## config.mk

```make
export PLATFORM = sky130hd
export DESIGN_NAME = svib_queue
export DESIGN_NICKNAME = d
export VERILOG_FILES = /design/src/rtl/core/svib_pkg.sv /design/src/rtl/core/svib_queue.sv
export SDC_FILE = /design/constraint.sdc
export NUM_CORES = 1
export LEC_CHECK = 0
export ABC_AREA = 1
export BUFFER_PORTS_ARGS = -buffer_cell sky130_fd_sc_hd__buf_2
export CORE_ASPECT_RATIO = 1.1
export CORE_MARGIN = 4
export CORE_UTILIZATION = 56
export CTS_CLUSTER_SIZE = 16
export DETAILED_ROUTE_END_ITERATION = 7
export GPL_TIMING_DRIVEN = 0
export PLACE_DENSITY_LB_ADDON = 0.1
export SYNTH_ARGS = -nofsm -noshare
export SYNTH_HDL_FRONTEND = slang
export SYNTH_SLANG_ARGS = --single-unit
```

## constraint.sdc

```tcl
create_clock -name clock -period 10.05 [get_ports clock]
set_input_delay 1.5075 -clock clock [delete_from_list [all_inputs] [get_ports clock]]
set_output_delay 1.5075 -clock clock [all_outputs]
set_load 0.01 [all_outputs]
```

## src/rtl/core/svib_pkg.sv

```systemverilog
// ----------------------------------------------------------------------------
// svib_pkg
// shared types and constants of the shadow volume index builder
// ----------------------------------------------------------------------------
package svib_pkg;

   localparam int MAX_VERTS_DEF  = 65536;
   localparam int MAX_FACES_DEF  = 65536;
   localparam int COUNT_BITS_DEF = 24;

   localparam int VERT_W  = 16;
   localparam int FACE_W  = 16;
   localparam int CODE_W  = 8;
   localparam int CMD_W   = 3;
   localparam int INDEX_W = 17;
   localparam int SLOT_W  = 3;
   localparam int SUM_W   = 24;

   localparam int QUEUE_DEPTH = 2;

   // range compare width, holds any depth up to 2^24
   localparam int RANGE_W = 25;

   localparam int CSR_ADDR_W = 3;
   localparam int CSR_DATA_W = 32;
   localparam logic [CSR_ADDR_W-1:0] CSR_CULL_ENABLE_ADDR = 3'd0;

   localparam logic [CMD_W-1:0] CMD_START   = 3'd0;
   localparam logic [CMD_W-1:0] CMD_CULL    = 3'd1;
   localparam logic [CMD_W-1:0] CMD_FACE    = 3'd2;
   localparam logic [CMD_W-1:0] CMD_EDGE    = 3'd3;
   localparam logic [CMD_W-1:0] CMD_CAP     = 3'd4;
   localparam logic [CMD_W-1:0] CMD_SUMMARY = 3'd5;

   localparam logic KIND_INDEX   = 1'b0;
   localparam logic KIND_SUMMARY = 1'b1;

   localparam logic [SLOT_W-1:0] SLOT_LAST = 3'd5;

   typedef enum logic [2:0] {
      OP_NONE,
      OP_START,
      OP_CULL,
      OP_FACE,
      OP_EDGE,
      OP_CAP,
      OP_SUMMARY
   } op_type;

   typedef struct packed {
      op_type              op;
      logic [FACE_W-1:0]   face_number;
      logic [VERT_W-1:0]   vert_a;
      logic [VERT_W-1:0]   vert_b;
      logic [VERT_W-1:0]   vert_c;
      logic                faces_away_not;
      logic [CODE_W-1:0]   cull_code;
      logic [FACE_W-1:0]   face_left;
      logic [FACE_W-1:0]   face_right;
      logic                va_ok;
      logic                vb_ok;
      logic                vc_ok;
      logic                fl_ok;
      logic                fr_ok;
   } item_type;

endpackage

```

## src/rtl/core/svib_queue.sv

```systemverilog
// ----------------------------------------------------------------------------
// svib_queue
// short queue of decoded items between front and back
// ----------------------------------------------------------------------------
module svib_queue
   import svib_pkg::*;
(
   input  logic      clock,
   input  logic      reset,
   input  logic      in_valid,
   input  item_type  in_item,
   output logic      in_ready,
   output logic      out_valid,
   output item_type  out_item,
   input  logic      out_ready
);

   localparam int PTR_W = (QUEUE_DEPTH > 1) ? $clog2(QUEUE_DEPTH) : 1;
   localparam int CNT_W = $clog2(QUEUE_DEPTH + 1);
   localparam logic [CNT_W-1:0] FULL_CNT = CNT_W'(QUEUE_DEPTH);
   localparam logic [PTR_W-1:0] LAST_PTR = PTR_W'(QUEUE_DEPTH - 1);

   item_type          entry_ff [QUEUE_DEPTH];
   logic [PTR_W-1:0]  wr_ptr_ff, wr_ptr_in;
   logic [PTR_W-1:0]  rd_ptr_ff, rd_ptr_in;
   logic [CNT_W-1:0]  count_ff, count_in;
   logic              push, pop;

   assign in_ready  = count_ff != FULL_CNT;
   assign out_valid = count_ff != '0;
   assign out_item  = entry_ff[rd_ptr_ff];
   assign push      = in_valid && in_ready;
   assign pop       = out_valid && out_ready;

   always_comb begin
      wr_ptr_in = wr_ptr_ff;
      rd_ptr_in = rd_ptr_ff;
      count_in  = count_ff;
      if (push) begin
         wr_ptr_in = (wr_ptr_ff == LAST_PTR) ? '0 : wr_ptr_ff + 1'b1;
      end
      if (pop) begin
         rd_ptr_in = (rd_ptr_ff == LAST_PTR) ? '0 : rd_ptr_ff + 1'b1;
      end
      if (push && !pop) begin
         count_in = count_ff + 1'b1;
      end else if (pop && !push) begin
         count_in = count_ff - 1'b1;
      end
   end

   always_ff @(posedge clock) begin
      if (reset) begin
         wr_ptr_ff <= '0;
         rd_ptr_ff <= '0;
         count_ff  <= '0;
      end else begin
         wr_ptr_ff <= wr_ptr_in;
         rd_ptr_ff <= rd_ptr_in;
         count_ff  <= count_in;
      end
   end

   always_ff @(posedge clock) begin
      if (push) begin
         entry_ff[wr_ptr_ff] <= in_item;
      end
   end

endmodule

```

==> reports/qor.csv <==
metric,value,unit
initial_core_util,57.5,%
synth_edf_count,226,
cp_common_cell,buf_6,
first_global_vias,4829,
yosysMostFrequentCell,edfxtp_1,
start_kind,flop,
numCtsBuffers,23,
max-slew-margin-rel,61.3,%
combPwrFrac,25.3,%
syn-cell-area,0.00869,mm2
synth_top_family_by_area,multiplexers,
placed_cells,824,
finClkSkew,0.00977,ns
die_h,139,um
max-vdd-ir-drop,0.190,mV
synth_mux_area_share,17.7,%
power_density,248,mW/mm2
synth_area_leaders,"edfxtp_1, mux2_4, mux2_2",
io-pin-count,232,
drtIter0Drc,218,
final_cells,866,
dr.pass1.iters,5,
swShare,25.6,%
setup_viol,0,
cts_htree_levels,1,
synth_seq_cells,231,
synth-adder-area-share,0.144,%
synth.top_cell.area_share,78.1,%
clk_path_buf_depth,3,
timing_worst_setup_path_type,reg -> out,
required,8.54,ns
p_leak,0.00432,uW
ys_dominant_reg_cell,edfxtp_1,
synth_xor_area_share,0,%
clk_pin_slew,0.06,ns
grt_max_degree,34,
timing.final.hold_violations,0,
grtUsageTotal,17.2,%
slowest_stage,dfxtp_1,
vias,4410,
clockPowerShare,29.0,%
place_area,0.0103,mm2
synth.distinct_cells,15,
maxCapViolations,0,
switchingPower,698,uW
cts_hold_buf,0,
postRouteAntennaNets,0,
routabilityCongestion,0.731,
root_buffer,clkbuf_16,
internal-power,2030,uW
worstPathArrival,1.75,ns
synth-simple-area-share,0.879,%
drcViolationCount,0,
crit_chain,buf_6 > buf_8 > buf_6 > mux2_4 > buf_2,
fin_tns_setup,0,ns
critPathCaptureType,output port,
finalCriticalPeriod,3.25,ns
period_share,32.4,%
ys_seq_area_share,79.3,%
antenna_found_initial,2,
post-dp-hpwl,11200,um
syn_nets,507,
clkLatencyLatePin,0.49,ns
coreArea,0.0151,mm2
seqPwrFrac,45.7,%
synth_area_leader_cell,edfxtp_1,
synthToLayoutAreaGrowth,26.7,%
grt_pass1_wl,24000,um
maxSlewViolCount,0,
synth-compound-area-share,0.230,%
synthCells,389,
die_area,0.0176,mm2
ys_async_sr_fraction,0,%
gr-total-overflow,0,
fmax,307,MHz
syn_area_per_cell,22.3,um2
fin_area,0.0110,mm2
status,finished clean,
finalWirelength,15600,um
cts_tree,done,
hold_class,reg -> reg,
tightest_slew,0.579,ns
max_stage_delay,0.33,ns
ys_warn_count,0,
synth_commonest_cells,"edfxtp_1, mux2_4, mux2_2",
port_buffers,231,
clock-sinks,231,
rsz0062_at_grt,no,
fin_nets,771,
drive_gt1_share,59.9,%
wire_per_inst,18.0,um
rows,47,
crit_fanout,10,
post_cts_buffers,0,
cts_resized,0,
chipWidth,127,um
via_per_inst,5.09,
## worst max-delay path, delay by kind of cell (launching register included)
| kind | cells | cell delay [ns] |
|---|---|---|
| muxes | 1 | 0.31 |
| DFF | 1 | 0.33 |
| buffers and inverters | 4 | 0.61 |
## sequential cells by signal (all words and copies together), names as in the netlist, named ones only
name       count
entry_ff     226
count_ff       2
rd_ptr_ff      1
wr_ptr_ff      1
## power groups by stage
stage / clock network (uW) / logic [uW] / registers, uW
detailed placement: 0 / 699 / 1270
floorplan: 0 / 431 / 1290
global placement: 0 / 646 / 1300
finish: 791 / 689 / 1250
global route: 867 / 739 / 1260
CTS: 812 / 701 / 1250
## cell families (layout without fill, tap and decap cells)
kind of cell / after synthesis / after routing
other: 0 / 1
AOI/OAI and AO/OA: 4 / 4
adders and majority gates: 1 / 1
and+or+nand+nor: 19 / 19
DFF: 231 / 231
buffers and inverters: 21 / 301
muxes: 113 / 113
## layout by cell type, fill, tap and decap left out, types with 3 or more instances in the layout
master / count
mux2_2: 43
buf_12: 4
clkbuf_1: 6
buf_6: 8
buf_16: 4
mux2_4: 70
clkbuf_16: 23
nor2_1: 5
edfxtp_1: 226
nand2_1: 9
clkinv_2: 6
buf_2: 235
inv_1: 8
dfxtp_1: 5
clkbuf_8: 3
## layout make-up
cell class / count / area, um2
Sequential cell: 231 / 6890
Fill cell: 971 / 4110
Multi-Input combinational cell: 137 / 1660
Timing Repair Buffer: 239 / 1350
Clock buffer: 32 / 639
Tap cell: 196 / 245
Buffer: 13 / 125
Clock inverter: 9 / 71.3
Inverter: 8 / 30.0
Antenna cell: 1 / 2.50
## through the flow
stage | setup slack [ns] | hold WS, ns | power (uW) | util [%]
5_1_grt | 6.72 | 0.550 | 2860 | 72.8
3_3_place_gp | 0.619 | 0.472 | 1950 | 66.7
3_5_place_dp | 7.04 | 0.520 | 1970 | 68.1
6_report | 6.80 | 0.533 | 2730 | 72.8
4_1_cts | 6.76 | 0.534 | 2760 | 72.8
2_1_floorplan | 3.17 | 0.465 | 1720 | -
## worst paths after layout
path	start	end	slack [ns]	cells past startpoint
max reg2reg	count_ff[0]$_SDFFE_PP0P_	entry_ff[0][33]$_DFFE_PP_	8.15	6
min reg2reg	rd_ptr_ff$_SDFFE_PP0P_	rd_ptr_ff$_SDFFE_PP0P_	0.53	2
min	rd_ptr_ff$_SDFFE_PP0P_	rd_ptr_ff$_SDFFE_PP0P_	0.53	2
max	flop	out_item[62]	6.80	5
## per-layer routing
| metal | global-route usage [%] | routed length [um] | vias up |
|---|---|---|---|
| li1 | - | - | 2055 |
| met1 | 19.2 | 5540 | 2119 |
| met2 | 29.8 | 7890 | 196 |
| met3 | 6.78 | 1720 | 38 |
| met4 | 6.15 | 460 | 2 |
| met5 | 0 | 7 | - |
(Power assumes the default switching activity.)
