===== src/rtl/core/svib_pkg.sv =====
// ----------------------------------------------------------------------------
// svib_pkg
// shared types and constants of the shadow volume index builder
// ----------------------------------------------------------------------------
package svib_pkg;

   localparam int MAX_VERTS_DEF  = 65536;
   localparam int MAX_FACES_DEF  = 65536;
   localparam int COUNT_BITS_DEF = 24;

   localparam int VERT_W  = 16;
   localparam int FACE_W  = 16;
   localparam int CODE_W  = 8;
   localparam int CMD_W   = 3;
   localparam int INDEX_W = 17;
   localparam int SLOT_W  = 3;
   localparam int SUM_W   = 24;

   localparam int QUEUE_DEPTH = 2;

   // range compare width, holds any depth up to 2^24
   localparam int RANGE_W = 25;

   localparam int CSR_ADDR_W = 3;
   localparam int CSR_DATA_W = 32;
   localparam logic [CSR_ADDR_W-1:0] CSR_CULL_ENABLE_ADDR = 3'd0;

   localparam logic [CMD_W-1:0] CMD_START   = 3'd0;
   localparam logic [CMD_W-1:0] CMD_CULL    = 3'd1;
   localparam logic [CMD_W-1:0] CMD_FACE    = 3'd2;
   localparam logic [CMD_W-1:0] CMD_EDGE    = 3'd3;
   localparam logic [CMD_W-1:0] CMD_CAP     = 3'd4;
   localparam logic [CMD_W-1:0] CMD_SUMMARY = 3'd5;

   localparam logic KIND_INDEX   = 1'b0;
   localparam logic KIND_SUMMARY = 1'b1;

   localparam logic [SLOT_W-1:0] SLOT_LAST = 3'd5;

   typedef enum logic [2:0] {
      OP_NONE,
      OP_START,
      OP_CULL,
      OP_FACE,
      OP_EDGE,
      OP_CAP,
      OP_SUMMARY
   } op_type;

   typedef struct packed {
      op_type              op;
      logic [FACE_W-1:0]   face_number;
      logic [VERT_W-1:0]   vert_a;
      logic [VERT_W-1:0]   vert_b;
      logic [VERT_W-1:0]   vert_c;
      logic                faces_away_not;
      logic [CODE_W-1:0]   cull_code;
      logic [FACE_W-1:0]   face_left;
      logic [FACE_W-1:0]   face_right;
      logic                va_ok;
      logic                vb_ok;
      logic                vc_ok;
      logic                fl_ok;
      logic                fr_ok;
   } item_type;

endpackage


===== src/rtl/core/svib_req_if.sv =====
// ----------------------------------------------------------------------------
// svib_req_if
// command channel of the shadow volume index builder
// ----------------------------------------------------------------------------
interface svib_req_if
   import svib_pkg::*;
();
   logic                valid;
   logic                ready;
   logic [CMD_W-1:0]    cmd;
   logic [FACE_W-1:0]   face_number;
   logic [VERT_W-1:0]   vert_a;
   logic [VERT_W-1:0]   vert_b;
   logic [VERT_W-1:0]   vert_c;
   logic                faces_away_not;
   logic [CODE_W-1:0]   cull_code;
   logic [FACE_W-1:0]   face_left;
   logic [FACE_W-1:0]   face_right;

   modport source (
      output valid, cmd, face_number, vert_a, vert_b, vert_c,
             faces_away_not, cull_code, face_left, face_right,
      input  ready
   );

   modport sink (
      input  valid, cmd, face_number, vert_a, vert_b, vert_c,
             faces_away_not, cull_code, face_left, face_right,
      output ready
   );
endinterface


===== src/rtl/core/svib_front.sv =====
// ----------------------------------------------------------------------------
// svib_front
// accepts command transactions, decodes them and checks table ranges
// ----------------------------------------------------------------------------
module svib_front
   import svib_pkg::*;
#(
   parameter int MAX_VERTS = MAX_VERTS_DEF,
   parameter int MAX_FACES = MAX_FACES_DEF
) (
   input  logic           clock,
   input  logic           reset,
   svib_req_if.sink       req_bus,
   output logic           item_valid,
   output item_type       item,
   input  logic           item_ready
);

   localparam logic [RANGE_W-1:0] VERT_LIMIT = RANGE_W'(MAX_VERTS);
   localparam logic [RANGE_W-1:0] FACE_LIMIT = RANGE_W'(MAX_FACES);

   logic      stage_valid_ff, stage_valid_in;
   item_type  stage_item_ff, stage_item_in;
   logic      take;
   item_type  dec;
   logic      face_ok;

   assign req_bus.ready = !stage_valid_ff || item_ready;
   assign take          = req_bus.valid && req_bus.ready;

   always_comb begin
      dec.face_number    = req_bus.face_number;
      dec.vert_a         = req_bus.vert_a;
      dec.vert_b         = req_bus.vert_b;
      dec.vert_c         = req_bus.vert_c;
      dec.faces_away_not = req_bus.faces_away_not;
      dec.cull_code      = req_bus.cull_code;
      dec.face_left      = req_bus.face_left;
      dec.face_right     = req_bus.face_right;
      dec.va_ok          = RANGE_W'(req_bus.vert_a) < VERT_LIMIT;
      dec.vb_ok          = RANGE_W'(req_bus.vert_b) < VERT_LIMIT;
      dec.vc_ok          = RANGE_W'(req_bus.vert_c) < VERT_LIMIT;
      dec.fl_ok          = RANGE_W'(req_bus.face_left) < FACE_LIMIT;
      dec.fr_ok          = RANGE_W'(req_bus.face_right) < FACE_LIMIT;
      face_ok            = RANGE_W'(req_bus.face_number) < FACE_LIMIT;
      unique case (req_bus.cmd)
         CMD_START:   dec.op = OP_START;
         CMD_CULL:    dec.op = dec.va_ok ? OP_CULL : OP_NONE;
         CMD_FACE:    dec.op = face_ok ? OP_FACE : OP_NONE;
         CMD_EDGE:    dec.op = OP_EDGE;
         CMD_CAP:     dec.op = face_ok ? OP_CAP : OP_NONE;
         CMD_SUMMARY: dec.op = OP_SUMMARY;
         default:     dec.op = OP_NONE;
      endcase
   end

   always_comb begin
      stage_valid_in = stage_valid_ff;
      stage_item_in  = stage_item_ff;
      if (item_ready) begin
         stage_valid_in = 1'b0;
      end
      if (take) begin
         stage_valid_in = 1'b1;
         stage_item_in  = dec;
      end
   end

   always_ff @(posedge clock) begin
      if (reset) begin
         stage_valid_ff <= 1'b0;
      end else begin
         stage_valid_ff <= stage_valid_in;
      end
   end

   always_ff @(posedge clock) begin
      stage_item_ff <= stage_item_in;
   end

   assign item_valid = stage_valid_ff;
   assign item       = stage_item_ff;

endmodule


===== src/flat_wrapper.sv =====
// flat-port wrapper written by rule: the top's interface ports become plain ports
module svib_front_flat import svib_pkg::*;
#(
   parameter int MAX_VERTS = MAX_VERTS_DEF,
   parameter int MAX_FACES = MAX_FACES_DEF
)
  (clock, reset, item_valid, item, item_ready, req_bus_valid, req_bus_cmd, req_bus_face_number, req_bus_vert_a, req_bus_vert_b, req_bus_vert_c, req_bus_faces_away_not, req_bus_cull_code, req_bus_face_left, req_bus_face_right, req_bus_ready);
  svib_req_if req_bus_i ();
  input  logic clock;
  input  logic reset;
  output logic item_valid;
  output item_type item;
  input  logic item_ready;
  input wire logic [$bits(req_bus_i.valid)-1:0] req_bus_valid;
  input wire logic [$bits(req_bus_i.cmd)-1:0] req_bus_cmd;
  input wire logic [$bits(req_bus_i.face_number)-1:0] req_bus_face_number;
  input wire logic [$bits(req_bus_i.vert_a)-1:0] req_bus_vert_a;
  input wire logic [$bits(req_bus_i.vert_b)-1:0] req_bus_vert_b;
  input wire logic [$bits(req_bus_i.vert_c)-1:0] req_bus_vert_c;
  input wire logic [$bits(req_bus_i.faces_away_not)-1:0] req_bus_faces_away_not;
  input wire logic [$bits(req_bus_i.cull_code)-1:0] req_bus_cull_code;
  input wire logic [$bits(req_bus_i.face_left)-1:0] req_bus_face_left;
  input wire logic [$bits(req_bus_i.face_right)-1:0] req_bus_face_right;
  output wire logic [$bits(req_bus_i.ready)-1:0] req_bus_ready;
  assign req_bus_i.valid = req_bus_valid;
  assign req_bus_i.cmd = req_bus_cmd;
  assign req_bus_i.face_number = req_bus_face_number;
  assign req_bus_i.vert_a = req_bus_vert_a;
  assign req_bus_i.vert_b = req_bus_vert_b;
  assign req_bus_i.vert_c = req_bus_vert_c;
  assign req_bus_i.faces_away_not = req_bus_faces_away_not;
  assign req_bus_i.cull_code = req_bus_cull_code;
  assign req_bus_i.face_left = req_bus_face_left;
  assign req_bus_i.face_right = req_bus_face_right;
  assign req_bus_ready = req_bus_i.ready;
  svib_front #(.MAX_VERTS(MAX_VERTS), .MAX_FACES(MAX_FACES)) u_core (.clock(clock), .reset(reset), .req_bus(req_bus_i), .item_valid(item_valid), .item(item), .item_ready(item_ready));
endmodule

===== config.mk =====
export PLATFORM = sky130hd
export DESIGN_NAME = svib_front_flat
export DESIGN_NICKNAME = d
export VERILOG_FILES = /design/src/rtl/core/svib_pkg.sv /design/src/rtl/core/svib_req_if.sv /design/src/rtl/core/svib_front.sv /design/src/flat_wrapper.sv
export SDC_FILE = /design/constraint.sdc
export NUM_CORES = 1
export LEC_CHECK = 0
export BUFFER_PORTS_ARGS = -buffer_cell sky130_fd_sc_hd__buf_4
export CAP_MARGIN = 20
export CORE_ASPECT_RATIO = 0.5
export CORE_MARGIN = 5
export CORE_UTILIZATION = 43
export CTS_BUF_LIST = sky130_fd_sc_hd__clkbuf_4 sky130_fd_sc_hd__clkbuf_8
export DETAILED_ROUTE_END_ITERATION = 10
export PLACE_DENSITY = 0.91
export RECOVER_POWER = 25
export SLEW_MARGIN = 10
export SYNTH_ARGS = -nofsm -noshare
export SYNTH_HDL_FRONTEND = slang
export SYNTH_SLANG_ARGS = --single-unit

===== constraint.sdc =====
create_clock -name clock -period 4.1 [get_ports clock]
set_input_delay 0.205 -clock clock [delete_from_list [all_inputs] [get_ports clock]]
set_output_delay 0.205 -clock clock [all_outputs]
set_load 0.05 [all_outputs]

==> flow_summary.toml <==
[critical_path]
crit_slowest_cell = "and2_4"
worst_setup_path_end_kind = "flop"
rr_startpoint = "u_core.item_valid$_SDFFE_PP0P_"
path_class = "reg2reg"
cp_max_fo = 76
worst_setup_path_start_kind = "flop"
cp.arrival_ps = 2120
r2r_end = "u_core.item[17]$_DFFE_PP_"
rr_worst_depth = 3
r2r_slack_ps = 1980
crit_buf_inv = 1
cp_slowest_stage_delay_ps = 790
worstPathCellList = "nand2b_1 -> and2_4 -> buf_4"
worstPathRequired_ps = 4100
cp_top_family = "simple AND/OR/NAND/NOR gates"

[yosys]
yosys.area.top_type = "edfxtp_1"
synth.avg_cell_area_um2 = 27.1
synth_cell_types = 12
synth_cells = 124
synth_seq_area_share_pct = 97.0
synth_seq_cells = 109
yosysWarnings = 0
synth_top_area_share_pct = 96.4
synth.area.top_cells = "edfxtp_1 (96%), buf_4 (1.1%), dfxtp_1 (0.60%)"
synth.cell_area_um2 = 3360

[timing]
period_needed_ps = 2120
fin_worst_skew_ps = 7.66
tns_ps = 0
rsz0062_at_grt = "false"
post-route-period-util_pct = 51.7
slew_violations = 0
slew_headroom_pct = 35.5
max_freq_mhz = 472
finalSetupViolations = 0
fin_ws_ps = 1980
hold_viol_final = 0
worst_slew_pin_slew_ps = 967

[power]
internal-power_uw = 1740
power.switching_uw = 643
switching_share_pct = 27.0
ir_drop_mv = 0.315
leakage_uw = 0.00230
p_comb_share_pct = 19.1
p_seq_share_pct = 55.6
power_frac_clock_pct = 25.3
power_density_nw_per_um2 = 436

[global_routing]
globalRouteOverflowTotal = 0
grt_antenna_before_repair = 0
grt_pass1_vias = 2319
grt_max_degree = 77
grtUsageTotal_pct = 17.8
grt_pass1_wl_um = 12800

[worst_hold_path]
min-delay-path-class = "in2reg"
hold_path_depth = 1
hold_end = "u_core.item[57]$_DFFE_PP_"
holdCritStartpoint = "req_bus_vert_c[11]"

[cells_and_area]
num_antenna_cells = 0
final.fill_count = 498
syn_to_final_growth_pct = 62.1
final_nets = 480
drive_above_1_share_pct = 64.1

[clock_tree]
h-tree-depth = 3
cts_hold_buf = 1
cts_resized = 0
cts-root-to-sink-buffers = 2
cts_root_buffer = "clkbuf_8"
clk_pin_slew_ps = 90
cts_buffers = 9
clock_sinks = 109
clk_latency_ps = 340
post-cts-setup-buffer-count = 0
cts_tree = "yes"

[floorplan]
die-width_um = 135
rows = 22
initial_core_util_pct = 45.1
io_pins = 227
die_height_um = 72.5
die_area_um2 = 9800
core-area_um2 = 7460

[place]
gp_congestion = 0.780
dp_hpwl_um = 7240
port-buffer-count = 221
place_ws_ps = 1970

[routing]
ant_nets = 0
first_pass_iters = 4
drcViolationCount = 0
wl_um = 9010
vias_per_cell = 4.29
drtIter0Drc = 68
wl_per_cell_um = 18.7
via_count = 2064

[status]
run_status = "finished, final reports clean"

[run]
maxCapViolations = 0
-- cell usage after synthesis --
master and number:
edfxtp_1 108, buf_4 5, a21oi_1 2, and2_1 1
conb_1 1, dfxtp_1 1, inv_1 1, mux2_4 1
mux2i_1 1, nand2_1 1, nand2b_1 1, nor2_1 1
-- flip-flops by register name, indices dropped and copies added, names as in the netlist --
signal	count
u_core.item	108
u_core.item_valid	1
-- metrics by stage --
stage | instances | total power, uW | util (%) | cell area [um2] | hold WS (ps)
final | 481 | 2380 | 73.1 | 5450 | 43.5
after global routing | 481 | 2460 | 73.1 | 5450 | 14.9
after CTS | 470 | 2400 | 71.6 | 5340 | 9.79
after detailed placement | 453 | 1800 | 69.0 | 5140 | 371
after floorplan | 128 | 1610 | - | 3380 | 274
after global placement | 453 | 1790 | 69.0 | 5140 | 360
-- metal layers --
layer | track usage [%] | part of all wire [%] | vias up
met5 | 0 | 0 | -
met2 | 35.3 | 60 | 65
met3 | 5.26 | 4.8 | 16
li1 | - | - | 965
met1 | 17.6 | 33 | 1018
met4 | 7.49 | 2.5 | 0
-- cell type report --
type                    instances  area, um2  share of cell area [%]
clock buffers                  10        131                    2.41
repair buffers                234       1790                    32.8
clock inverters                 6       53.8                   0.987
flip-flops and latches        109       3260                    59.9
well taps                     108        135                    2.48
multi-input cells              13       76.3                    1.40
inverters                       1       3.75                  0.0689
-- cells in the final DEF (no fill, tap or decap) --
cell type	n
a21oi_1	2
clkbuf_8	9
dfxtp_1	1
clkbuf_4	82
clkinv_1	1
nor2_1	1
mux2_4	1
mux2i_1	1
inv_1	1
edfxtp_1	108
clkinv_2	4
nand2_1	1
nand2b_1	1
and2_4	1
buf_4	141
bufinv_16	1
dlygate4sd3_1	12
conb_1	5
-- logic make-up (layout without fill, tap and decap cells) --
| group | count (synthesis) | count (layout) | synth area share [%] |
|---|---|---|---|
| AO/OA/AOI/OAI | 2 | 2 | 0.298 |
| buffers and inverters | 6 | 251 | 1.23 |
| flip-flops | 109 | 109 | 97.0 |
| multiplexers | 2 | 2 | 0.744 |
| other | 1 | 5 | 0.112 |
| AND/OR/NAND/NOR | 4 | 4 | 0.595 |
-- worst max-delay path by stage --
stage	start	end	cells after the start
2_1_floorplan	u_core.item_valid$_SDFFE_PP0P_	u_core.item[100]$_DFFE_PP_	2
3_3_place_gp	item_ready	u_core.item[55]$_DFFE_PP_	4
3_5_place_dp	item_ready	u_core.item[17]$_DFFE_PP_	4
4_1_cts	u_core.item_valid$_SDFFE_PP0P_	u_core.item[17]$_DFFE_PP_	3
5_1_grt	u_core.item_valid$_SDFFE_PP0P_	u_core.item[50]$_DFFE_PP_	3
6_report	u_core.item_valid$_SDFFE_PP0P_	u_core.item[17]$_DFFE_PP_	3
-- power by group through the flow --
stage,logic [uW],clock network [uW],registers (uW)
after floorplan,37.9,0,1580
after global placement,445,0,1350
after detailed placement,453,0,1350
after CTS,454,619,1320
after global routing,469,664,1330
final,454,602,1320
(Power assumes the default switching activity.)
